[config.mk]
export PLATFORM = sky130hd
export DESIGN_NAME = kway_merge_heap_selector
export DESIGN_NICKNAME = d
export VERILOG_FILES = /design/src/hdl/kmhs_pkg.sv /design/src/hdl/kway_merge_heap_selector.sv
export SDC_FILE = /design/constraint.sdc
export NUM_CORES = 2
export LEC_CHECK = 0
export BUFFER_PORTS_ARGS = -buffer_cell sky130_fd_sc_hd__buf_2
export CORE_MARGIN = 1.5
export CORE_UTILIZATION = 61
export CTS_CLUSTER_SIZE = 14
export DETAILED_ROUTE_END_ITERATION = 12
export GPL_ROUTABILITY_DRIVEN = 0
export HOLD_SLACK_MARGIN = 0.1
export PLACE_DENSITY = 0.78
export SYNTH_ARGS = -nofsm -noshare
export SYNTH_HDL_FRONTEND = slang
export SYNTH_SLANG_ARGS = --single-unit
[constraint.sdc]
create_clock -name clk -period 10.4 [get_ports clk]
set_input_delay 1.56 -clock clk [delete_from_list [all_inputs] [get_ports clk]]
set_output_delay 1.56 -clock clk [all_outputs]
set_load 0.05 [all_outputs]
[src/hdl/kmhs_pkg.sv]
// package for the k-way merge heap selector: item types, codes and the rank compare
`default_nettype none
package kmhs_pkg;

	localparam int MAX_SOURCES_DEF = 16;
	localparam int KEY_BITS_DEF    = 64;

	// command codes
	localparam logic [1:0] CMD_LOAD    = 2'd0;
	localparam logic [1:0] CMD_BUILD   = 2'd1;
	localparam logic [1:0] CMD_ADVANCE = 2'd2;

	// configuration port
	localparam int         CFG_IDX_W   = 1;
	localparam int         CFG_DATA_W  = 5;
	localparam logic [CFG_IDX_W-1:0] REG_REVERSE = 1'b0;
	localparam logic [CFG_IDX_W-1:0] REG_COUNT   = 1'b1;
	localparam logic [4:0] COUNT_RESET = 5'd16;

	typedef struct packed {
		logic [1:0]  command;
		logic [3:0]  source_index;
		logic [63:0] head_key;
		logic        head_present;
	} in_t;

	typedef struct packed {
		logic        has_winner;
		logic [3:0]  winner_index;
		logic [63:0] winner_key;
	} out_t;

	// true if entry a must sit above entry b; ties go to the lower source
	function automatic logic ranks_before(logic rev, logic [63:0] ka, logic [7:0] ia,
			logic [63:0] kb, logic [7:0] ib);
		logic r;
		if (ka != kb) begin
			r = rev ? (ka > kb) : (ka < kb);
		end else begin
			r = (ia < ib);
		end
		return r;
	endfunction

endpackage
`default_nettype wire

[src/hdl/kway_merge_heap_selector.sv]
// k-way merge selector: source heads plus a binary heap of live sources, one shared compare
// Usage: input items arrive on in_valid/in_stall/in_data, results leave on
// out_valid/out_stall/out_data, registers are written through cfg_we/cfg_index/cfg_data.
// A load item writes one source head and gives no result; build and advance items give
// exactly one result. The block takes one item at a time: in_stall is high from the cycle
// after a build or advance item is taken until its work is done.
// The heap sequencer does at most one heap memory access and at most one key compare per
// cycle. A load is done in the idle state; build scans each source below source_count,
// loads the head key of each live source and sifts it up, then reports; advance moves the
// last heap entry to the root in place of the winner and sifts it down, pushes the winner's
// source again if its new head is present and sifts that up, then reports.
// The result sits in an output register; the block takes the next item while it waits,
// and only a further result holds in the report step until out_stall drops.
// Reset (arst_n low) empties the heap, marks all sources exhausted, clears reverse_order
// and sets source_count to 16; head keys are unknown until loaded.
// A load or any register write empties the heap, so a build is needed before the next
// advance; an advance with no current winner reports no winner.
`default_nettype none
module kway_merge_heap_selector #(
	parameter int MAX_SOURCES = kmhs_pkg::MAX_SOURCES_DEF,
	parameter int KEY_BITS    = kmhs_pkg::KEY_BITS_DEF
) (
	input  wire logic                           clk,
	input  wire logic                           arst_n,
	input  wire logic                           in_valid,
	output logic                                in_stall,
	input  wire kmhs_pkg::in_t                  in_data,
	output logic                                out_valid,
	input  wire logic                           out_stall,
	output kmhs_pkg::out_t                      out_data,
	input  wire logic                           cfg_we,
	input  wire logic [kmhs_pkg::CFG_IDX_W-1:0] cfg_index,
	input  wire logic [kmhs_pkg::CFG_DATA_W-1:0] cfg_data
);
	import kmhs_pkg::*;

	localparam int SRC_W  = $clog2(MAX_SOURCES);
	localparam int FILL_W = $clog2(MAX_SOURCES + 1);
	localparam int LW     = SRC_W + 1;

	typedef struct packed {
		logic [SRC_W-1:0]    src;
		logic [KEY_BITS-1:0] key;
	} ent_t;

	localparam logic [3:0] S_IDLE    = 4'd0;
	localparam logic [3:0] S_BLD_CHK = 4'd1;
	localparam logic [3:0] S_BLD_LD  = 4'd2;
	localparam logic [3:0] S_SU_RD   = 4'd3;
	localparam logic [3:0] S_SU_CMP  = 4'd4;
	localparam logic [3:0] S_POP_RD  = 4'd5;
	localparam logic [3:0] S_POP_LD  = 4'd6;
	localparam logic [3:0] S_SD_RDL  = 4'd7;
	localparam logic [3:0] S_SD_RDR  = 4'd8;
	localparam logic [3:0] S_SD_CMPR = 4'd9;
	localparam logic [3:0] S_SD_CMPP = 4'd10;
	localparam logic [3:0] S_PUSH    = 4'd11;
	localparam logic [3:0] S_REP_RD  = 4'd12;
	localparam logic [3:0] S_REP_OUT = 4'd13;

	logic [3:0]          state_q;
	logic                reverse_q;
	logic [4:0]          count_q;
	logic                live_q [MAX_SOURCES];
	logic [FILL_W-1:0]   fill_q;
	logic [FILL_W-1:0]   scan_q;
	logic [SRC_W-1:0]    cur_src_q;
	logic                cur_valid_q;
	logic                build_mode_q;
	logic                present_q;
	ent_t                new_ent_q;
	ent_t                x_q;
	ent_t                c_q;
	logic [SRC_W-1:0]    p_q;
	logic [SRC_W-1:0]    cpos_q;
	logic                out_valid_q;
	out_t                out_q;

	// memories
	logic [KEY_BITS-1:0] key_mem [MAX_SOURCES];
	logic [KEY_BITS-1:0] key_rd_q;
	ent_t                heap_mem [MAX_SOURCES];
	ent_t                hrd_q;

	logic                kw_en, kr_en, hw_en, hr_en;
	logic [SRC_W-1:0]    kw_addr, hw_addr, hr_addr;
	logic [KEY_BITS-1:0] kw_data;
	ent_t                hw_data;

	logic                in_acc;
	logic                load_in_range;
	logic                can_pop;
	logic [FILL_W-1:0]   limit;
	logic [LW-1:0]       l_w;
	logic [LW:0]         r_w;
	logic                l_ok, r_ok;
	logic [SRC_W-1:0]    par;
	ent_t                cmp_a, cmp_b;
	logic                cmp_lt;
	logic                rep_load;
	logic [KEY_BITS-1:0] in_key;

	assign in_stall      = (state_q != S_IDLE);
	assign in_acc        = in_valid && !in_stall;
	assign in_key        = in_data.head_key[KEY_BITS-1:0];
	assign load_in_range = (32'(in_data.source_index) < MAX_SOURCES);
	assign can_pop       = cur_valid_q && (fill_q != '0);
	assign limit         = (32'(count_q) > MAX_SOURCES) ? FILL_W'(MAX_SOURCES)
	                                                    : FILL_W'(count_q);
	assign l_w           = {p_q, 1'b1};
	assign r_w           = (LW+1)'(l_w) + (LW+1)'(1);
	assign l_ok          = (l_w < LW'(fill_q));
	assign r_ok          = (r_w < (LW+1)'(fill_q));
	assign par           = SRC_W'((p_q - SRC_W'(1)) >> 1);
	assign rep_load      = (state_q == S_REP_OUT) && (!out_valid_q || !out_stall);
	assign out_valid     = out_valid_q;
	assign out_data      = out_q;

	// the one shared rank compare
	always_comb begin
		unique case (state_q)
			S_SD_CMPR: begin
				cmp_a = hrd_q;
				cmp_b = c_q;
			end
			S_SD_CMPP: begin
				cmp_a = c_q;
				cmp_b = x_q;
			end
			default: begin
				cmp_a = x_q;
				cmp_b = hrd_q;
			end
		endcase
		cmp_lt = ranks_before(reverse_q, 64'(cmp_a.key), 8'(cmp_a.src),
				64'(cmp_b.key), 8'(cmp_b.src));
	end

	// memory strobes
	always_comb begin
		kw_en   = 1'b0;
		kw_addr = SRC_W'(in_data.source_index);
		kw_data = in_key;
		kr_en   = 1'b0;
		hw_en   = 1'b0;
		hw_addr = p_q;
		hw_data = x_q;
		hr_en   = 1'b0;
		hr_addr = '0;
		unique case (state_q)
			S_IDLE: begin
				if (in_acc && in_data.command == CMD_LOAD && load_in_range) begin
					kw_en = 1'b1;
				end else if (in_acc && in_data.command == CMD_ADVANCE && can_pop) begin
					kw_en   = 1'b1;
					kw_addr = cur_src_q;
				end
			end
			S_BLD_CHK: begin
				kr_en = (scan_q != limit) && live_q[scan_q[SRC_W-1:0]];
			end
			S_SU_RD: begin
				if (p_q == '0) begin
					hw_en = 1'b1;
				end else begin
					hr_en   = 1'b1;
					hr_addr = par;
				end
			end
			S_SU_CMP: begin
				hw_en   = 1'b1;
				hw_data = cmp_lt ? hrd_q : x_q;
			end
			S_POP_RD: begin
				hr_en   = 1'b1;
				hr_addr = SRC_W'(fill_q - FILL_W'(1));
			end
			S_SD_RDL: begin
				if (!l_ok) begin
					hw_en = 1'b1;
				end else begin
					hr_en   = 1'b1;
					hr_addr = SRC_W'(l_w);
				end
			end
			S_SD_RDR: begin
				if (r_ok) begin
					hr_en   = 1'b1;
					hr_addr = SRC_W'(r_w);
				end
			end
			S_SD_CMPP: begin
				hw_en   = 1'b1;
				hw_data = cmp_lt ? c_q : x_q;
			end
			S_REP_RD: begin
				hr_en = 1'b1;
			end
			default: begin
			end
		endcase
	end

	always_ff @(posedge clk) begin
		if (kw_en) begin
			key_mem[kw_addr] <= kw_data;
		end
		if (kr_en) begin
			key_rd_q <= key_mem[scan_q[SRC_W-1:0]];
		end
	end

	always_ff @(posedge clk) begin
		if (hw_en) begin
			heap_mem[hw_addr] <= hw_data;
		end
		if (hr_en) begin
			hrd_q <= heap_mem[hr_addr];
		end
	end

	// sequencer
	always_ff @(posedge clk or negedge arst_n) begin
		if (!arst_n) begin
			state_q      <= S_IDLE;
			reverse_q    <= 1'b0;
			count_q      <= COUNT_RESET;
			for (int i = 0; i < MAX_SOURCES; i++) begin
				live_q[i] <= 1'b0;
			end
			fill_q       <= '0;
			scan_q       <= '0;
			cur_src_q    <= '0;
			cur_valid_q  <= 1'b0;
			build_mode_q <= 1'b0;
			present_q    <= 1'b0;
			new_ent_q    <= '0;
			x_q          <= '0;
			c_q          <= '0;
			p_q          <= '0;
			cpos_q       <= '0;
			out_valid_q  <= 1'b0;
		end else begin
			if (rep_load) begin
				out_valid_q <= 1'b1;
			end else if (!out_stall) begin
				out_valid_q <= 1'b0;
			end

			if (cfg_we) begin
				unique case (cfg_index)
					REG_REVERSE: reverse_q <= cfg_data[0];
					REG_COUNT:   count_q   <= cfg_data;
				endcase
				fill_q      <= '0;
				cur_valid_q <= 1'b0;
			end

			unique case (state_q)
				S_IDLE: begin
					if (in_acc) begin
						unique case (in_data.command)
							CMD_LOAD: begin
								if (load_in_range) begin
									live_q[SRC_W'(in_data.source_index)] <=
										in_data.head_present;
								end
								fill_q      <= '0;
								cur_valid_q <= 1'b0;
							end
							CMD_BUILD: begin
								fill_q       <= '0;
								scan_q       <= '0;
								build_mode_q <= 1'b1;
								state_q      <= S_BLD_CHK;
							end
							CMD_ADVANCE: begin
								build_mode_q <= 1'b0;
								if (can_pop) begin
									live_q[cur_src_q] <= in_data.head_present;
									present_q         <= in_data.head_present;
									new_ent_q         <= '{src: cur_src_q, key: in_key};
									state_q           <= S_POP_RD;
								end else begin
									state_q <= S_REP_RD;
								end
							end
							default: begin
							end
						endcase
					end
				end
				S_BLD_CHK: begin
					if (scan_q == limit) begin
						state_q <= S_REP_RD;
					end else if (live_q[scan_q[SRC_W-1:0]]) begin
						state_q <= S_BLD_LD;
					end else begin
						scan_q <= scan_q + FILL_W'(1);
					end
				end
				S_BLD_LD: begin
					x_q     <= '{src: scan_q[SRC_W-1:0], key: key_rd_q};
					p_q     <= SRC_W'(fill_q);
					fill_q  <= fill_q + FILL_W'(1);
					scan_q  <= scan_q + FILL_W'(1);
					state_q <= S_SU_RD;
				end
				S_SU_RD: begin
					if (p_q == '0) begin
						state_q <= build_mode_q ? S_BLD_CHK : S_REP_RD;
					end else begin
						state_q <= S_SU_CMP;
					end
				end
				S_SU_CMP: begin
					if (cmp_lt) begin
						p_q     <= par;
						state_q <= S_SU_RD;
					end else begin
						state_q <= build_mode_q ? S_BLD_CHK : S_REP_RD;
					end
				end
				S_POP_RD: begin
					fill_q  <= fill_q - FILL_W'(1);
					state_q <= S_POP_LD;
				end
				S_POP_LD: begin
					// last entry becomes the hole filler at the root
					x_q     <= hrd_q;
					p_q     <= '0;
					state_q <= S_SD_RDL;
				end
				S_SD_RDL: begin
					state_q <= l_ok ? S_SD_RDR : S_PUSH;
				end
				S_SD_RDR: begin
					c_q     <= hrd_q;
					cpos_q  <= SRC_W'(l_w);
					state_q <= r_ok ? S_SD_CMPR : S_SD_CMPP;
				end
				S_SD_CMPR: begin
					if (cmp_lt) begin
						c_q    <= hrd_q;
						cpos_q <= cpos_q + SRC_W'(1);
					end
					state_q <= S_SD_CMPP;
				end
				S_SD_CMPP: begin
					if (cmp_lt) begin
						p_q     <= cpos_q;
						state_q <= S_SD_RDL;
					end else begin
						state_q <= S_PUSH;
					end
				end
				S_PUSH: begin
					if (present_q) begin
						x_q     <= new_ent_q;
						p_q     <= SRC_W'(fill_q);
						fill_q  <= fill_q + FILL_W'(1);
						state_q <= S_SU_RD;
					end else begin
						state_q <= S_REP_RD;
					end
				end
				S_REP_RD: begin
					state_q <= S_REP_OUT;
				end
				S_REP_OUT: begin
					if (rep_load) begin
						cur_valid_q <= (fill_q != '0);
						if (fill_q != '0) begin
							cur_src_q <= hrd_q.src;
						end
						state_q <= S_IDLE;
					end
				end
				default: begin
					state_q <= S_IDLE;
				end
			endcase
		end
	end

	always_ff @(posedge clk) begin
		if (rep_load) begin
			if (fill_q != '0) begin
				out_q.has_winner   <= 1'b1;
				out_q.winner_index <= 4'(hrd_q.src);
				out_q.winner_key   <= 64'(hrd_q.key);
			end else begin
				out_q.has_winner   <= 1'b0;
				out_q.winner_index <= '0;
				out_q.winner_key   <= '0;
			end
		end
	end

`ifndef SYNTHESIS
	a_fill_bound: assert property (@(posedge clk) disable iff (!arst_n)
		32'(fill_q) <= MAX_SOURCES)
		else $error("heap fill above source capacity");

	a_cur_has_heap: assert property (@(posedge clk) disable iff (!arst_n)
		(state_q == S_IDLE && cur_valid_q) |-> (fill_q != '0))
		else $error("current winner without heap entries");

	a_result_from_report: assert property (@(posedge clk) disable iff (!arst_n)
		$rose(out_valid_q) |-> $past(state_q == S_REP_OUT))
		else $error("result raised outside report step");

	a_siftup_in_heap: assert property (@(posedge clk) disable iff (!arst_n)
		(state_q == S_SU_RD) |-> (32'(p_q) < 32'(fill_q)))
		else $error("sift-up position beyond heap fill");

	a_empty_result_zero: assert property (@(posedge clk) disable iff (!arst_n)
		(out_valid_q && !out_q.has_winner) |->
			(out_q.winner_index == '0 && out_q.winner_key == '0))
		else $error("empty result carries a source");
`endif

endmodule
`default_nettype wire
Word level (Yosys, flattened, before mapping):

Memories as Yosys holds them, arrays and structs flattened. A register that Yosys moved wholly into a read port is not among the register bits.
Cells that the tools add are included.

* latch bits: 0
* output and inout bits: 71
* bits of input ports: 82
* memory bits (writable): 2112
* word-level logic and storage cells: 213
* register bits: 325
* memories: 2
* memory bits (read-only): 0

* reduce and logical (&&, ||, !) cells: 38
* mux-type cells: 84
* order comparisons: 11
* eq/ne operators: 31
* multipliers: 0
* add/sub/neg operators: 6
* bitwise operators: 4
* shifts and indexed selects: 0
* div/mod/pow operators: 0

Memory list
* heap_mem: words 16, bits a word 68, read ports 1, clocked after Yosys merged registers in 1, write ports 1, line kway_merge_heap_selector.sv:82 `ent_t heap_mem [MAX_SOURCES];`
* key_mem: words 16, bits a word 64, read ports 1, clocked after Yosys merged registers in 1, write ports 1, line kway_merge_heap_selector.sv:80 `logic [KEY_BITS-1:0] key_mem [MAX_SOURCES];`

Operators with widths (count)
* 68-bit case mux with 2 select lines: 4
* 68-bit 2-to-1 mux: 4
* 68-bit case mux with 3 select lines: 1
* 4-bit 2-to-1 mux: 19
* 69-bit 2-to-1 mux: 1
* 64-bit greater-than comparator: 1
* 64-bit less-than comparator: 1
* 64-bit != test: 1
* 4-bit case mux with 14 select lines: 1
* 5-bit 2-to-1 mux: 9
* 16-bit bitwise mux: 2
* 16-bit case mux with 2 select lines: 1
* 1-bit 2-to-1 mux: 25
* 4-bit == test (second input constant): 6
* 4-bit case mux with 5 select lines: 1
* 5-bit case mux with 4 select lines: 1
* 2-bit != test (second input constant): 9
* 4-bit by 3-bit == test with 1-bit output (second input constant): 4
* 16-bit 2-to-1 mux: 1
* 4-bit case mux with 2 select lines: 2
* 4-bit case mux with 4 select lines: 1
* 4-bit AND reduction: 4
* 5-bit greater-or-equal comparator (second input constant): 3
* 4-bit NOT with 5-bit output: 3
* other kinds (41): 69

Logic depth before layout (Yosys ltp):

* depth after elaboration: 10
* mapped depth: 21
* gate-level depth less buffers: 15

Worst setup path after synthesis:

OpenSTA, ideal clock, no wires.

* path type: in2reg
* from: in out_stall
* to: reg cur_src_q[0]
* arrival time: 8.191 ns
* buffers on the path: 0
* data required time: 10.271 ns
* stages on the path: 4
* library setup time: 0.129 ns
* setup slack: 2.079 ns
* path through: nand2_1 > nor3b_1 > nand2_1 > mux2_2

* cells in the longest elaborated chain, start to end: 4

Ends and longest elaborated chain
* start: declaration: line kway_merge_heap_selector.sv:29 `input wire logic out_stall,`
* 1-bit zero test
* 1-bit logical OR: line kway_merge_heap_selector.sv:115 `assign rep_load = (state_q == S_REP_OUT) && (!out_valid_q || !out_stall);`
* 1-bit logical AND: line kway_merge_heap_selector.sv:115
* named net rep_load: line kway_merge_heap_selector.sv:100 `logic rep_load;`
* 3-bit AND reduction (no line)
* end signal: assignment: line kway_merge_heap_selector.sv:374 `cur_src_q <= hrd_q.src;`
* end: declaration: line kway_merge_heap_selector.sv:67 `logic [SRC_W-1:0] cur_src_q;`

The timed path passes the listed nets, and every way through them passes these cells.
A chain may end at the register's enable or synchronous reset.

==> reports/results.txt <==
run status - finished, final reports clean
Die Area - 0.1752 mm^2
post-synth top area cell - edfxtp_1
Worst-path clk slew - 0.06 ns
Ports - 153
vias in the first global route - 56210
Critical Path RT - 10.83 ns
CP endpoint kind - register
drt drc - 0
CP Class - reg2reg
total of max-cap violations - 0
design area - 0.1170 mm^2
Fill cells - 10790
#FFs+latches synth - 2569
YS warnings - 0
area grow syn2layout - 11.01%
reg-to-reg slack, setup - 3.05 ns
startpoint class of the critical path - register
crit share post-route - 70.65%
average vias per placed instance - 6.607
top achievable clock speed - 136.1 MHz
setup tns final - 0 ns
actual slew at the worst max-slew pin - 1.294 ns
Die H - 418.6 um
Setup violations, final - 0
asr flop ratio synth - 9.965%
Post-Syn Nets - 6045
Synth Instances - 5876
Synth cell types - 66
row cnt - 152
ANT nets after route - 0
Fin Hold WS - 0.5057 ns
maximum vdd drop - 0.0003324 V
Detailed Route Iter0 Violations - 7274
CTS tree - yes
final slew viol count - 0
RSZ-0062 raised after global routing - no
Top FF cell, synth - edfxtp_1
# resized after CTS - 0
Critical Path AT - 7.78 ns
share of the synthesized area in the top cell type - 65.92%
Initial Util - 61.42%
Clock Skew - 0.04747 ns
Slew HR - 12.83%
Mapped Avg Cell Area - 17.93 um^2
Hold Crit Class - reg2reg
minimum clock period - 7.348 ns
sequential area share after synthesis - 72.00%
First-pass DRT Iterations - 6
power per cell area - 273.6 mW/mm^2
Post-DP Area - 0.1094 mm^2
setup bufs post-CTS - 0
die width - 418.6 um
leak pwr - 0.04363 uW
Sink Count - 2569
via count - 56820
HP Start - live_q[3]
Global Route Usage Sum - 29.55%
clk_lat worst skew - 0.90 ns
Num CTS Buffers - 234
number of enable flip-flop cells after synthesis - 2313
Synth area leaders - edfxtp_1 66%, mux2i_1 9.7%, mux4_2 6.9%, dfrtp_1 6.1%, nand2_1 1.2%
reg2reg end - heap_mem[7][34]
Final Hold Vio Count - 0
hold path endpoint - live_q[3]
I/O Buffers - 152
first-pass GRT wire length - 376000 um
largest net degree at the start of global routing - 165
Total Wirelength - 257500 um
reg2reg start - state_q[3]
Hold-fix buffers, CTS - 0
Crit Path Max Fanout - 164
nets - 6250
post-DR wirelength/cell - 29.95 um
Root Driver - clkbuf_16
r2r worst-path depth - 17
Hold Path Depth - 1
core region area - 0.1715 mm^2
initial antenna violation count - 25
total grt overflow - 0
Mapped Area - 0.1054 mm^2
htree depth - 4
Final HPWL DP - 140900 um
share of layout cells above drive strength 1 - 18.01%
Max clock buf depth - 3
synthesized netlist by cell type, types with 4 or more instances:
cell type / number
o31ai_1: 5
a21o_1: 4
a31oi_1: 27
a221oi_1: 6
mux4_2: 325
nor2_1: 94
a22oi_1: 137
o21ai_0: 170
nor2b_1: 10
inv_1: 21
clkbuf_1: 237
o21a_1: 9
a22o_1: 135
nor4_1: 7
mux2_1: 67
buf_6: 7
a211oi_1: 5
buf_2: 18
dfrtp_1: 255
mux2_2: 101
xnor2_1: 8
nand2b_1: 16
buf_1: 81
ha_1: 87
or3_1: 4
a21oi_1: 186
nor3_1: 28
edfxtp_1: 2313
nand4_1: 17
mux2i_1: 1022
o22ai_1: 4
nand2_1: 327
a221o_1: 4
nand3_1: 18
xor2_1: 4
and2_1: 73
final cells by class:
cell class                      count  area [um^2]  share of cell area (%)
Timing Repair Buffer              313         2125                   1.816
Inverter                           21        78.83                 0.06740
Clock inverter                    117         1124                  0.9607
Sequential cell                  2569        75880                   64.88
Tap cell                         2310         2890                   2.471
Multi-Input combinational cell   2942        28420                   24.30
Antenna cell                        5        12.51                 0.01070
Clock buffer                      322         6429                   5.496
power by group:
group	leakage, uW	total, uW	switching [uW]	internal, uW
sequential	0.0242	14300	1200	13100
clock	0.00371	8470	3730	4740
combinational	0.0157	9200	5520	3690
per-layer routing:
metal | routed length [um] | part of all wire, % | up-vias | global-route usage (%)
met1 | 97610 | 38 | 29080 | 40.65
met4 | 10410 | 4.0 | 28 | 11.86
met5 | 188 | 0.073 | - | 0
met2 | 124700 | 48 | 3243 | 47.37
met3 | 24660 | 9.6 | 584 | 5.294
li1 | - | - | 23880 | -
per-stage QoR:
step	utilization, %	instances	total power (uW)	setup WS [ns]
finish	68.18	8599	32000	3.052
global route	68.18	8597	33140	2.746
CTS	68.17	8592	31940	3.094
detailed placement	63.76	8153	23480	3.167
global placement	63.76	8153	23220	3.361
floorplan	-	5876	20410	2.079
critical path, stage by stage (launching register included):
cell	delay, ns
dfrtp_1	0.70
nand2b_1	0.44
nor2_4	0.25
buf_4	0.46
buf_12	0.50
a22o_1	0.25
a21oi_1	0.04
ha_1	0.33
nand4_1	0.13
or4_1	0.75
and3b_2	0.39
a41oi_1	0.17
and2_1	0.22
a221o_1	0.34
nor2_4	0.10
buf_4	0.35
buf_4	0.68
o21ai_0	0.65
registers in the layout, summed over array words and instances (netlist names):
register and cells:
state_q 4, fill_q 5, hrd_q 68, reverse_q 1
hw_addr 4, scan_q 5, cur_valid_q 1, build_mode_q 1
live_q 16, cur_src_q 4, out_valid 1, heap_mem 1088
x_q 68, count_q 5, present_q 1, key_rd_q 64
key_mem 1024, c_q 68, out_data 69, cpos_q 4
new_ent_q 68
cells by family (layout without fill, tap and decap cells):
group / Yosys count / in the layout / synth area share (%)
AO/OA/AOI/OAI: 719 / 719 / 4.450
XOR/XNOR: 12 / 12 / 0.09975
adder cells (fa/ha/maj): 87 / 87 / 1.033
buffers and inverters: 365 / 773 / 1.375
flip-flops: 2569 / 2569 / 72.00
multiplexers: 1515 / 1515 / 18.45
other: 0 / 5 / 0
AND/OR/NAND/NOR: 609 / 609 / 2.589
cell usage in the layout, fill, tap and decap left out, drive strengths merged, types with 5 or more instances in the layout:
cell / instances
a211oi: 5
a21oi: 186
a221oi: 6
a22o: 135
a22oi: 137
a31oi: 27
and2: 73
buf: 313
bufinv: 17
clkbuf: 322
clkinv: 89
dfrtp: 255
diode: 5
edfxtp: 2313
ha: 87
inv: 29
mux2: 168
mux2i: 1022
mux4: 325
nand2: 327
nand2b: 16
nand3: 18
nand4: 17
nor2: 95
nor2b: 10
nor3: 28
nor4: 7
o21a: 9
o21ai: 172
o22ai: 5
o31ai: 5
xnor2: 8
how the worst max path moves through the flow:
stage	slack, ns	endpoint	start
2_1_floorplan	2.08	cur_src_q[0]	out_stall
3_3_place_gp	3.36	heap_mem[12][26]	state_q[1]
3_5_place_dp	3.17	heap_mem[12][23]	state_q[3]
4_1_cts	3.09	heap_mem[4][23]	state_q[3]
5_1_grt	2.75	heap_mem[2][29]	state_q[3]
6_report	3.05	heap_mem[7][34]	state_q[3]
Note: power is estimated with default switching activity, not from simulation.
